## src/hw/rtl/tcpq_pkg.sv

```systemverilog
// shared types and constants for the three-class priority queue
package tcpq_pkg;

	// request opcodes
	typedef enum logic [1:0] {
		OP_REGISTER = 2'd0,
		OP_SET_PRIO = 2'd1,
		OP_SERVE    = 2'd2,
		OP_LOOKUP   = 2'd3
	} tcpq_op_t;

	// result status codes
	typedef enum logic [2:0] {
		ST_OK        = 3'd0,
		ST_NOT_FOUND = 3'd1,
		ST_EMPTY     = 3'd2,
		ST_FULL      = 3'd3,
		ST_BAD_PRIO  = 3'd4
	} tcpq_status_t;

	// class codes
	localparam logic [1:0] CLS_NONE = 2'd0;
	localparam logic [1:0] CLS_LOW  = 2'd1;

	// action broadcast to the cell row at the end of an operation
	typedef enum logic [1:0] {
		CMT_NONE = 2'd0,
		CMT_NEW  = 2'd1,
		CMT_MOVE = 2'd2,
		CMT_FREE = 2'd3
	} tcpq_act_t;

	// controller states
	typedef enum logic [1:0] {
		S_IDLE   = 2'd0,
		S_SWEEP  = 2'd1,
		S_FINISH = 2'd2
	} tcpq_state_t;

	// request item
	typedef struct packed {
		tcpq_op_t    op;
		logic [31:0] key;
		logic [1:0]  new_priority;
	} tcpq_req_t;

	// result item
	typedef struct packed {
		tcpq_status_t status;
		logic [31:0]  found_key;
		logic [31:0]  arrival_number;
		logic [1:0]   entry_priority;
	} tcpq_rsp_t;

	// best candidate so far, walking down the cell row
	typedef struct packed {
		logic        found;
		logic [1:0]  cls;
		logic [31:0] order;
		logic [31:0] arrival;
	} tcpq_tok_t;

	// update for one cell
	typedef struct packed {
		tcpq_act_t   act;
		logic [1:0]  cls;
		logic [31:0] order;
		logic [31:0] arrival;
	} tcpq_cmt_t;

endpackage

```

## src/hw/rtl/three_class_priority_queue_unit.sv

```systemverilog
// three-class strict priority queue built as a row of slot cells
//
// Requests come in on req_item (op, key, new_priority) under req_valid and
// req_stall; each gives exactly one result on rsp_item under rsp_valid and
// rsp_stall. Ops: register a key into the low class, move a key to another
// class, serve the oldest entry of the highest class, look a key up.
// An accepted item launches a candidate that walks the cell row one slot
// per cycle until it reaches the row tail; a finishing step then decides,
// updates the chosen slot and loads the output register.
// A new item is taken only once the finishing step has returned the
// block to idle, so the walk down the row sets the pace. req_stall is
// high while an item is in work.
// A waiting result does not hold off the next item; only the finishing
// step waits while the output register is full and stalled.
// Reset empties every slot, sets the next arrival number to one and the
// next order stamp to zero, and drops rsp_valid.
module three_class_priority_queue_unit #(
	parameter int CAPACITY = 16,
	parameter int KEY_BITS = 32
) (
	input  logic                clk,
	input  logic                arst_n,
	input  logic                req_valid,
	output logic                req_stall,
	input  tcpq_pkg::tcpq_req_t req_item,
	output logic                rsp_valid,
	input  logic                rsp_stall,
	output tcpq_pkg::tcpq_rsp_t rsp_item
);
	import tcpq_pkg::*;

	localparam int IW = (CAPACITY > 1) ? $clog2(CAPACITY) : 1;

	tcpq_state_t         state_q, state_d;
	logic [IW-1:0]       cnt_q;
	tcpq_op_t            op_q;
	logic [KEY_BITS-1:0] key_q;
	logic [1:0]          prio_q;
	logic [31:0]         next_arrival_q;
	logic [31:0]         next_order_q;
	logic                out_valid_q;
	tcpq_rsp_t           out_q;

	tcpq_tok_t           tok_w  [CAPACITY+1];
	logic [KEY_BITS-1:0] tkey_w [CAPACITY+1];
	logic [IW-1:0]       tidx_w [CAPACITY+1];
	logic [CAPACITY-1:0] cell_vld;

	logic                accept;
	logic                out_free;
	logic                fire;
	logic [63:0]         req_key_ext;
	logic [63:0]         key_q_ext;
	logic [63:0]         tail_key_ext;
	tcpq_rsp_t           rsp_d;
	tcpq_cmt_t           cmt_d;
	tcpq_cmt_t           cmt;
	logic                bump_arrival;
	logic                bump_order;

	assign accept    = req_valid && !req_stall;
	assign req_stall = (state_q != S_IDLE);
	assign out_free  = !out_valid_q || !rsp_stall;
	assign fire      = (state_q == S_FINISH) && out_free;
	assign rsp_valid = out_valid_q;
	assign rsp_item  = out_q;

	// key kept to KEY_BITS bits, shown as 32 bits
	assign req_key_ext  = {32'b0, req_item.key};
	assign key_q_ext    = 64'(key_q);
	assign tail_key_ext = 64'(tkey_w[CAPACITY]);

	// an empty candidate enters the head of the row
	assign tok_w[0]  = '0;
	assign tkey_w[0] = '0;
	assign tidx_w[0] = '0;

	// cell row
	for (genvar i = 0; i < CAPACITY; i++) begin : g_cell
		tcpq_cell #(
			.KEY_BITS (KEY_BITS),
			.IW       (IW),
			.IDX      (i)
		) u_cell (
			.clk         (clk),
			.arst_n      (arst_n),
			.op          (op_q),
			.key         (key_q),
			.tok_in      (tok_w[i]),
			.tok_key_in  (tkey_w[i]),
			.tok_idx_in  (tidx_w[i]),
			.tok_out     (tok_w[i+1]),
			.tok_key_out (tkey_w[i+1]),
			.tok_idx_out (tidx_w[i+1]),
			.cmt         (cmt),
			.cmt_idx     (tidx_w[CAPACITY]),
			.vld         (cell_vld[i])
		);
	end

	// decide result and slot update from the candidate at the row tail
	always_comb begin
		rsp_d.status         = ST_OK;
		rsp_d.found_key      = tail_key_ext[31:0];
		rsp_d.arrival_number = tok_w[CAPACITY].arrival;
		rsp_d.entry_priority = tok_w[CAPACITY].cls;
		cmt_d.act            = CMT_NONE;
		cmt_d.cls            = prio_q;
		cmt_d.order          = next_order_q;
		cmt_d.arrival        = next_arrival_q;
		bump_arrival         = 1'b0;
		bump_order           = 1'b0;
		case (op_q)
			OP_REGISTER: begin
				rsp_d.found_key = key_q_ext[31:0];
				if (!tok_w[CAPACITY].found) begin
					rsp_d.status         = ST_FULL;
					rsp_d.arrival_number = '0;
					rsp_d.entry_priority = CLS_NONE;
				end else begin
					rsp_d.arrival_number = next_arrival_q;
					rsp_d.entry_priority = CLS_LOW;
					cmt_d.act            = CMT_NEW;
					cmt_d.cls            = CLS_LOW;
					bump_arrival         = 1'b1;
					bump_order           = 1'b1;
				end
			end
			OP_SET_PRIO: begin
				if (!tok_w[CAPACITY].found) begin
					rsp_d.status         = ST_NOT_FOUND;
					rsp_d.found_key      = key_q_ext[31:0];
					rsp_d.arrival_number = '0;
					rsp_d.entry_priority = CLS_NONE;
				end else if (prio_q == CLS_NONE) begin
					rsp_d.status = ST_BAD_PRIO;
				end else begin
					rsp_d.entry_priority = prio_q;
					cmt_d.act            = CMT_MOVE;
					bump_order           = 1'b1;
				end
			end
			OP_SERVE: begin
				if (!tok_w[CAPACITY].found) begin
					rsp_d.status         = ST_EMPTY;
					rsp_d.found_key      = '0;
					rsp_d.arrival_number = '0;
					rsp_d.entry_priority = CLS_NONE;
				end else begin
					cmt_d.act = CMT_FREE;
				end
			end
			default: begin
				if (!tok_w[CAPACITY].found) begin
					rsp_d.status         = ST_NOT_FOUND;
					rsp_d.found_key      = key_q_ext[31:0];
					rsp_d.arrival_number = '0;
					rsp_d.entry_priority = CLS_NONE;
				end
			end
		endcase
	end

	// slot update only on the finishing cycle
	always_comb begin
		cmt     = cmt_d;
		cmt.act = fire ? cmt_d.act : CMT_NONE;
	end

	// next state
	always_comb begin
		state_d = state_q;
		case (state_q)
			S_IDLE: begin
				if (accept) state_d = S_SWEEP;
			end
			S_SWEEP: begin
				if (cnt_q == IW'(CAPACITY - 1)) state_d = S_FINISH;
			end
			S_FINISH: begin
				if (out_free) state_d = S_IDLE;
			end
			default: state_d = S_IDLE;
		endcase
	end

	// control registers
	always_ff @(posedge clk or negedge arst_n) begin
		if (!arst_n) begin
			state_q        <= S_IDLE;
			cnt_q          <= '0;
			next_arrival_q <= 32'd1;
			next_order_q   <= '0;
			out_valid_q    <= 1'b0;
		end else begin
			state_q <= state_d;
			if (state_q == S_SWEEP) begin
				cnt_q <= cnt_q + IW'(1);
			end else begin
				cnt_q <= '0;
			end
			if (fire && bump_arrival) next_arrival_q <= next_arrival_q + 32'd1;
			if (fire && bump_order) next_order_q <= next_order_q + 32'd1;
			if (fire) begin
				out_valid_q <= 1'b1;
			end else if (!rsp_stall) begin
				out_valid_q <= 1'b0;
			end
		end
	end

	// request and result holding registers
	always_ff @(posedge clk) begin
		if (accept) begin
			op_q   <= req_item.op;
			key_q  <= req_key_ext[KEY_BITS-1:0];
			prio_q <= req_item.new_priority;
		end
		if (fire) out_q <= rsp_d;
	end

	// finishing always hands the block back to idle
	a_finish_to_idle: assert property (@(posedge clk) disable iff (!arst_n)
		fire |=> (state_q == S_IDLE))
		else $error("finish step did not return to idle");

	// walk counter stays inside the row
	a_cnt_range: assert property (@(posedge clk) disable iff (!arst_n)
		(state_q == S_SWEEP) |-> (cnt_q <= IW'(CAPACITY - 1)))
		else $error("walk counter beyond the cell row");

	// arrival numbers advance only on a register step
	a_arrival_adv: assert property (@(posedge clk) disable iff (!arst_n)
		(next_arrival_q != $past(next_arrival_q)) |->
			($past(state_q) == S_FINISH && $past(op_q) == OP_REGISTER))
		else $error("arrival number moved outside a register step");

	// table full is only reported when every slot is taken
	a_full_valid: assert property (@(posedge clk) disable iff (!arst_n)
		(fire && rsp_d.status == ST_FULL) |-> (&cell_vld))
		else $error("table full reported with a free slot");

endmodule

```

## src/hw/rtl/tcpq_cell.sv

```systemverilog
// one table slot of the queue with its stage of the candidate walk
module tcpq_cell #(
	parameter int KEY_BITS = 32,
	parameter int IW       = 4,
	parameter int IDX      = 0
) (
	input  logic                 clk,
	input  logic                 arst_n,
	input  tcpq_pkg::tcpq_op_t   op,
	input  logic [KEY_BITS-1:0]  key,
	input  tcpq_pkg::tcpq_tok_t  tok_in,
	input  logic [KEY_BITS-1:0]  tok_key_in,
	input  logic [IW-1:0]        tok_idx_in,
	output tcpq_pkg::tcpq_tok_t  tok_out,
	output logic [KEY_BITS-1:0]  tok_key_out,
	output logic [IW-1:0]        tok_idx_out,
	input  tcpq_pkg::tcpq_cmt_t  cmt,
	input  logic [IW-1:0]        cmt_idx,
	output logic                 vld
);
	import tcpq_pkg::*;

	logic                valid_q;
	logic [KEY_BITS-1:0] key_q;
	logic [31:0]         arrival_q;
	logic [1:0]          cls_q;
	logic [31:0]         order_q;

	logic [31:0]         order_diff;
	logic                rank_win;
	logic                better;
	logic                sel;

	assign vld = valid_q;
	assign sel = (cmt_idx == IW'(IDX));

	// higher class wins, then the older stamp by serial arithmetic
	assign order_diff = order_q - tok_in.order;
	assign rank_win   = !tok_in.found || (cls_q > tok_in.cls) ||
		((cls_q == tok_in.cls) && order_diff[31]);

	// does this slot replace the incoming candidate
	always_comb begin
		case (op)
			OP_REGISTER: better = !valid_q && !tok_in.found;
			OP_SERVE: better = valid_q && rank_win;
			OP_SET_PRIO, OP_LOOKUP: better = valid_q && (key_q == key) && rank_win;
			default: better = 1'b0;
		endcase
	end

	// candidate stage towards the next cell
	always_ff @(posedge clk) begin
		if (better) begin
			tok_out.found   <= 1'b1;
			tok_out.cls     <= cls_q;
			tok_out.order   <= order_q;
			tok_out.arrival <= arrival_q;
			tok_key_out     <= key_q;
			tok_idx_out     <= IW'(IDX);
		end else begin
			tok_out     <= tok_in;
			tok_key_out <= tok_key_in;
			tok_idx_out <= tok_idx_in;
		end
	end

	// slot occupancy
	always_ff @(posedge clk or negedge arst_n) begin
		if (!arst_n) begin
			valid_q <= 1'b0;
		end else if (sel) begin
			case (cmt.act)
				CMT_NEW: valid_q <= 1'b1;
				CMT_FREE: valid_q <= 1'b0;
				default: valid_q <= valid_q;
			endcase
		end
	end

	// slot contents
	always_ff @(posedge clk) begin
		if (sel) begin
			case (cmt.act)
				CMT_NEW: begin
					key_q     <= key;
					arrival_q <= cmt.arrival;
					cls_q     <= cmt.cls;
					order_q   <= cmt.order;
				end
				CMT_MOVE: begin
					cls_q   <= cmt.cls;
					order_q <= cmt.order;
				end
				default: begin
					cls_q <= cls_q;
				end
			endcase
		end
	end

endmodule

```

## config.mk

```make
export PLATFORM = sky130hd
export DESIGN_NAME = three_class_priority_queue_unit
export DESIGN_NICKNAME = d
export VERILOG_FILES = /design/src/hw/rtl/tcpq_pkg.sv /design/src/hw/rtl/three_class_priority_queue_unit.sv /design/src/hw/rtl/tcpq_cell.sv
export SDC_FILE = /design/constraint.sdc
export NUM_CORES = 2
export LEC_CHECK = 0
export BUFFER_PORTS_ARGS = -buffer_cell sky130_fd_sc_hd__buf_2
export CAP_MARGIN = 20
export CORE_MARGIN = 2
export CORE_UTILIZATION = 60
export CTS_CLUSTER_DIAMETER = 150
export DETAILED_ROUTE_END_ITERATION = 10
export GPL_TIMING_DRIVEN = 0
export PLACE_DENSITY_LB_ADDON = 0.15
export SYNTH_ARGS = -nofsm -noshare
export SYNTH_HDL_FRONTEND = slang
export SYNTH_HIERARCHICAL = 1
export SYNTH_SLANG_ARGS = --single-unit
```

## constraint.sdc

```tcl
create_clock -name clk -period 17.4 [get_ports clk]
set_input_delay 3.48 -clock clk [delete_from_list [all_inputs] [get_ports clk]]
set_output_delay 3.48 -clock clk [all_outputs]
set_load 0.01 [all_outputs]
```

==> results.sh <==
export IMPL_hp_class="reg2reg"
export IMPL_worstSetupPathType="in2reg"
export IMPL_path_cells="buf_2 > and2_1 > nor2_4 > nand2_1 > a21oi_4 > inv_1 > ha_1 > nor4_2 > buf_4 > buf_4 > buf_6 > buf_4 > buf_4"
export IMPL_fp_dieArea_sq_um=217300
export IMPL_postSynthCellCount=8468
export IMPL_vias=68430
export IMPL_min_delay_start="g_cell[4].u_cell/tok_idx_out[3]"
export IMPL_core_area_sq_um=212300
export IMPL_start_util_pct=60.37
export IMPL_cts_buffers=346
export IMPL_grt_pass1_vias=71330
export IMPL_min_period_over_period_pct=40.08
export IMPL_antenna_found_initial=12
export IMPL_die_h_um=466.2
export IMPL_grt_max_degree=60
export IMPL_rows=169
export IMPL_die_w_um=466.2
export IMPL_setup_ws_ps=10430
export IMPL_worstPathArrival_ps=7570
export IMPL_status="completed"
export IMPL_setup_violations=0
export IMPL_clk_pin_slew_ps=60
export IMPL_gr_total_overflow=0
export IMPL_final_area_sq_um=147400
export IMPL_wl_per_cell_um=24.03
export IMPL_first_pass_iters=7
export IMPL_cap_violations=0
export IMPL_end_kind="flop"
export IMPL_place_ws_ps=9501
export IMPL_seqCellArea_sq_um=84770
export IMPL_worstHoldEndpoint="g_cell[5].u_cell/tok_idx_out[3]"
export IMPL_gp_congestion=0.8706
export IMPL_crit_top_cell="buf_4"
export IMPL_p_leak_nw=56.09
export IMPL_cts_tree="yes"
export IMPL_io_buffers=110
export IMPL_cts_max_level=5
export IMPL_finalHoldViolCount=0
export IMPL_cpMaxStageDelayCell="a21oi_4"
export IMPL_vias_per_cell=5.564
export IMPL_whs_path_depth=2
export IMPL_multiInputGateArea_sq_um=39820
export IMPL_pin_count=111
export IMPL_worstSetupStartpointType="primary input"
export IMPL_ant_nets=0
export IMPL_grt_pass1_wl_um=436100
export IMPL_yosysWarnings=6
export IMPL_fmax_mhz=143.4
export IMPL_rsz0062_at_grt="false"
export IMPL_remaining_drc_errors=0
export IMPL_fillers=14130
export IMPL_rr_worst_depth=10
export IMPL_syn2layout_area_growth_pct=15.04
export IMPL_drive_gt1_share_pct=14.68
export IMPL_worst_endpoint_required_ps=17990
export IMPL_path_buf_inv=7
export IMPL_power_density_nw_per_um2=128.7
export IMPL_wl_um=295500
export IMPL_drv_slew=0
export IMPL_cts_sinks=3376
export IMPL_clk_latency_ps=940
export IMPL_syn_area_sq_um=128200
export IMPL_root_buffer="clkbuf_16"
export IMPL_vdd_drop_max_mv=0.1080
export IMPL_gr_usage_all_layers_pct=27.05
export IMPL_worstReg2RegEnd="g_cell[14].u_cell/tok_out[64]"
export IMPL_r2r_start="key_q[27]"
export IMPL_first_iter_violations=4681
export IMPL_fin_nets=9782
export IMPL_clockBufferDepth=4
export IMPL_fin_skew_ps=58.63
export IMPL_cts_hold_buf=0
export IMPL_slowest_delay_ps=750
export IMPL_r2r_slack_ps=11790
export IMPL_avgSynthCellArea_sq_um=15.13
export IMPL_critPathMaxFanout=32
export IMPL_tightestPinTransition_ps=1225
export IMPL_period_needed_ps=6973
export IMPL_cts_resized=0
export IMPL_cts_setup_buffers=0
export IMPL_worst_path_dominant_cell_family="simple AND/OR/NAND/NOR gates"
export IMPL_dpl_cell_area_sq_um=136000
export IMPL_slew_headroom_pct=17.66
export IMPL_total_power_mw=18.98
export IMPL_dp_hpwl_um=208500
[worst min-delay path, delay by kind of cell, from the launching register on]
family / cells / cell delay, ps
DFF: 1 / 300
buffers and inverters: 1 / 40
and+or+nand+nor: 1 / 30
[through the flow]
| step | hold WS, ps | TNS [ps] | instances | utilization [%] |
|---|---|---|---|---|
| 2_1_floorplan | 386.3 | 0 | 8605 | - |
| 3_3_place_gp | 398.3 | -55310 | 11540 | 62.53 |
| 3_5_place_dp | 398.7 | 0 | 11660 | 64.04 |
| 4_1_cts | 389.9 | 0 | 12280 | 69.40 |
| 5_1_grt | 403.6 | 0 | 12290 | 69.44 |
| 6_report | 391.4 | 0 | 12300 | 69.45 |
[registers in the layout, indices dropped and copies added, names as in the netlist]
register,count
g_cell.u_cell/arrival_q,512
g_cell.u_cell/order_q,512
g_cell.u_cell/tok_out,1040
rsp_item,69
rsp_valid,1
cnt_q,4
g_cell.u_cell/vld,16
state_q,2
g_cell.u_cell/key_q,512
next_arrival_q,32
g_cell.u_cell/cls_q,32
next_order_q,32
op_q,2
key_q,32
g_cell.u_cell/tok_idx_out,64
g_cell.u_cell/tok_key_out,512
prio_q,2
[layer usage]
| layer | up-vias | wire [um] | global-route usage (%) |
|---|---|---|---|
| met5 | - | 0 | 0 |
| met1 | 34500 | 118200 | 32.93 |
| met2 | 1563 | 151000 | 48.13 |
| met3 | 564 | 12470 | 3.475 |
| li1 | 31800 | - | - |
| met4 | 0 | 13750 | 11.85 |
[power by group]
part	internal, mW	switching, mW	leakage, nW	total (mW)
Clock	4.40	2.95	5.62	7.35
Combinational	1.02	1.09	22.2	2.11
Sequential	9.14	0.377	28.2	9.52
[cell type report]
type | count | area share [%]
Antenna cell | 11 | 0.01867
Buffer | 196 | 1.371
Clock buffer | 505 | 6.921
Clock inverter | 115 | 0.7994
Inverter | 618 | 1.573
Multi-Input combinational cell | 4415 | 27.00
Sequential cell | 3376 | 57.49
Tap cell | 2821 | 2.394
Timing Repair Buffer | 242 | 2.425
[cell usage in the layout (no fill, tap or decap), types with 122 or more instances in the layout]
master and count:
edfxtp_1 1673, dfxtp_1 1616, mux2_1 1205, inv_1 618
ha_1 547, xor2_1 493, clkbuf_16 361, a21oi_1 303
nand2_1 288, mux2_2 193, mux2_4 140, conb_1 138
buf_2 130, nor2_1 122
[how the worst max path moves through the flow]
stage,to,start,slack [ps],depth (start not counted)
detailed placement,g_cell[12].u_cell/order_q[2],rsp_stall,9500,13
floorplan,g_cell[12].u_cell/cls_q[0],rsp_stall,4830,6
global route,g_cell[3].u_cell/order_q[6],rsp_stall,10230,11
global placement,g_cell[12].u_cell/order_q[2],rsp_stall,-1180,8
finish,g_cell[12].u_cell/order_q[0],rsp_stall,10430,13
CTS,g_cell[12].u_cell/order_q[4],rsp_stall,10470,13
Note: power is estimated with default switching activity, not from simulation.
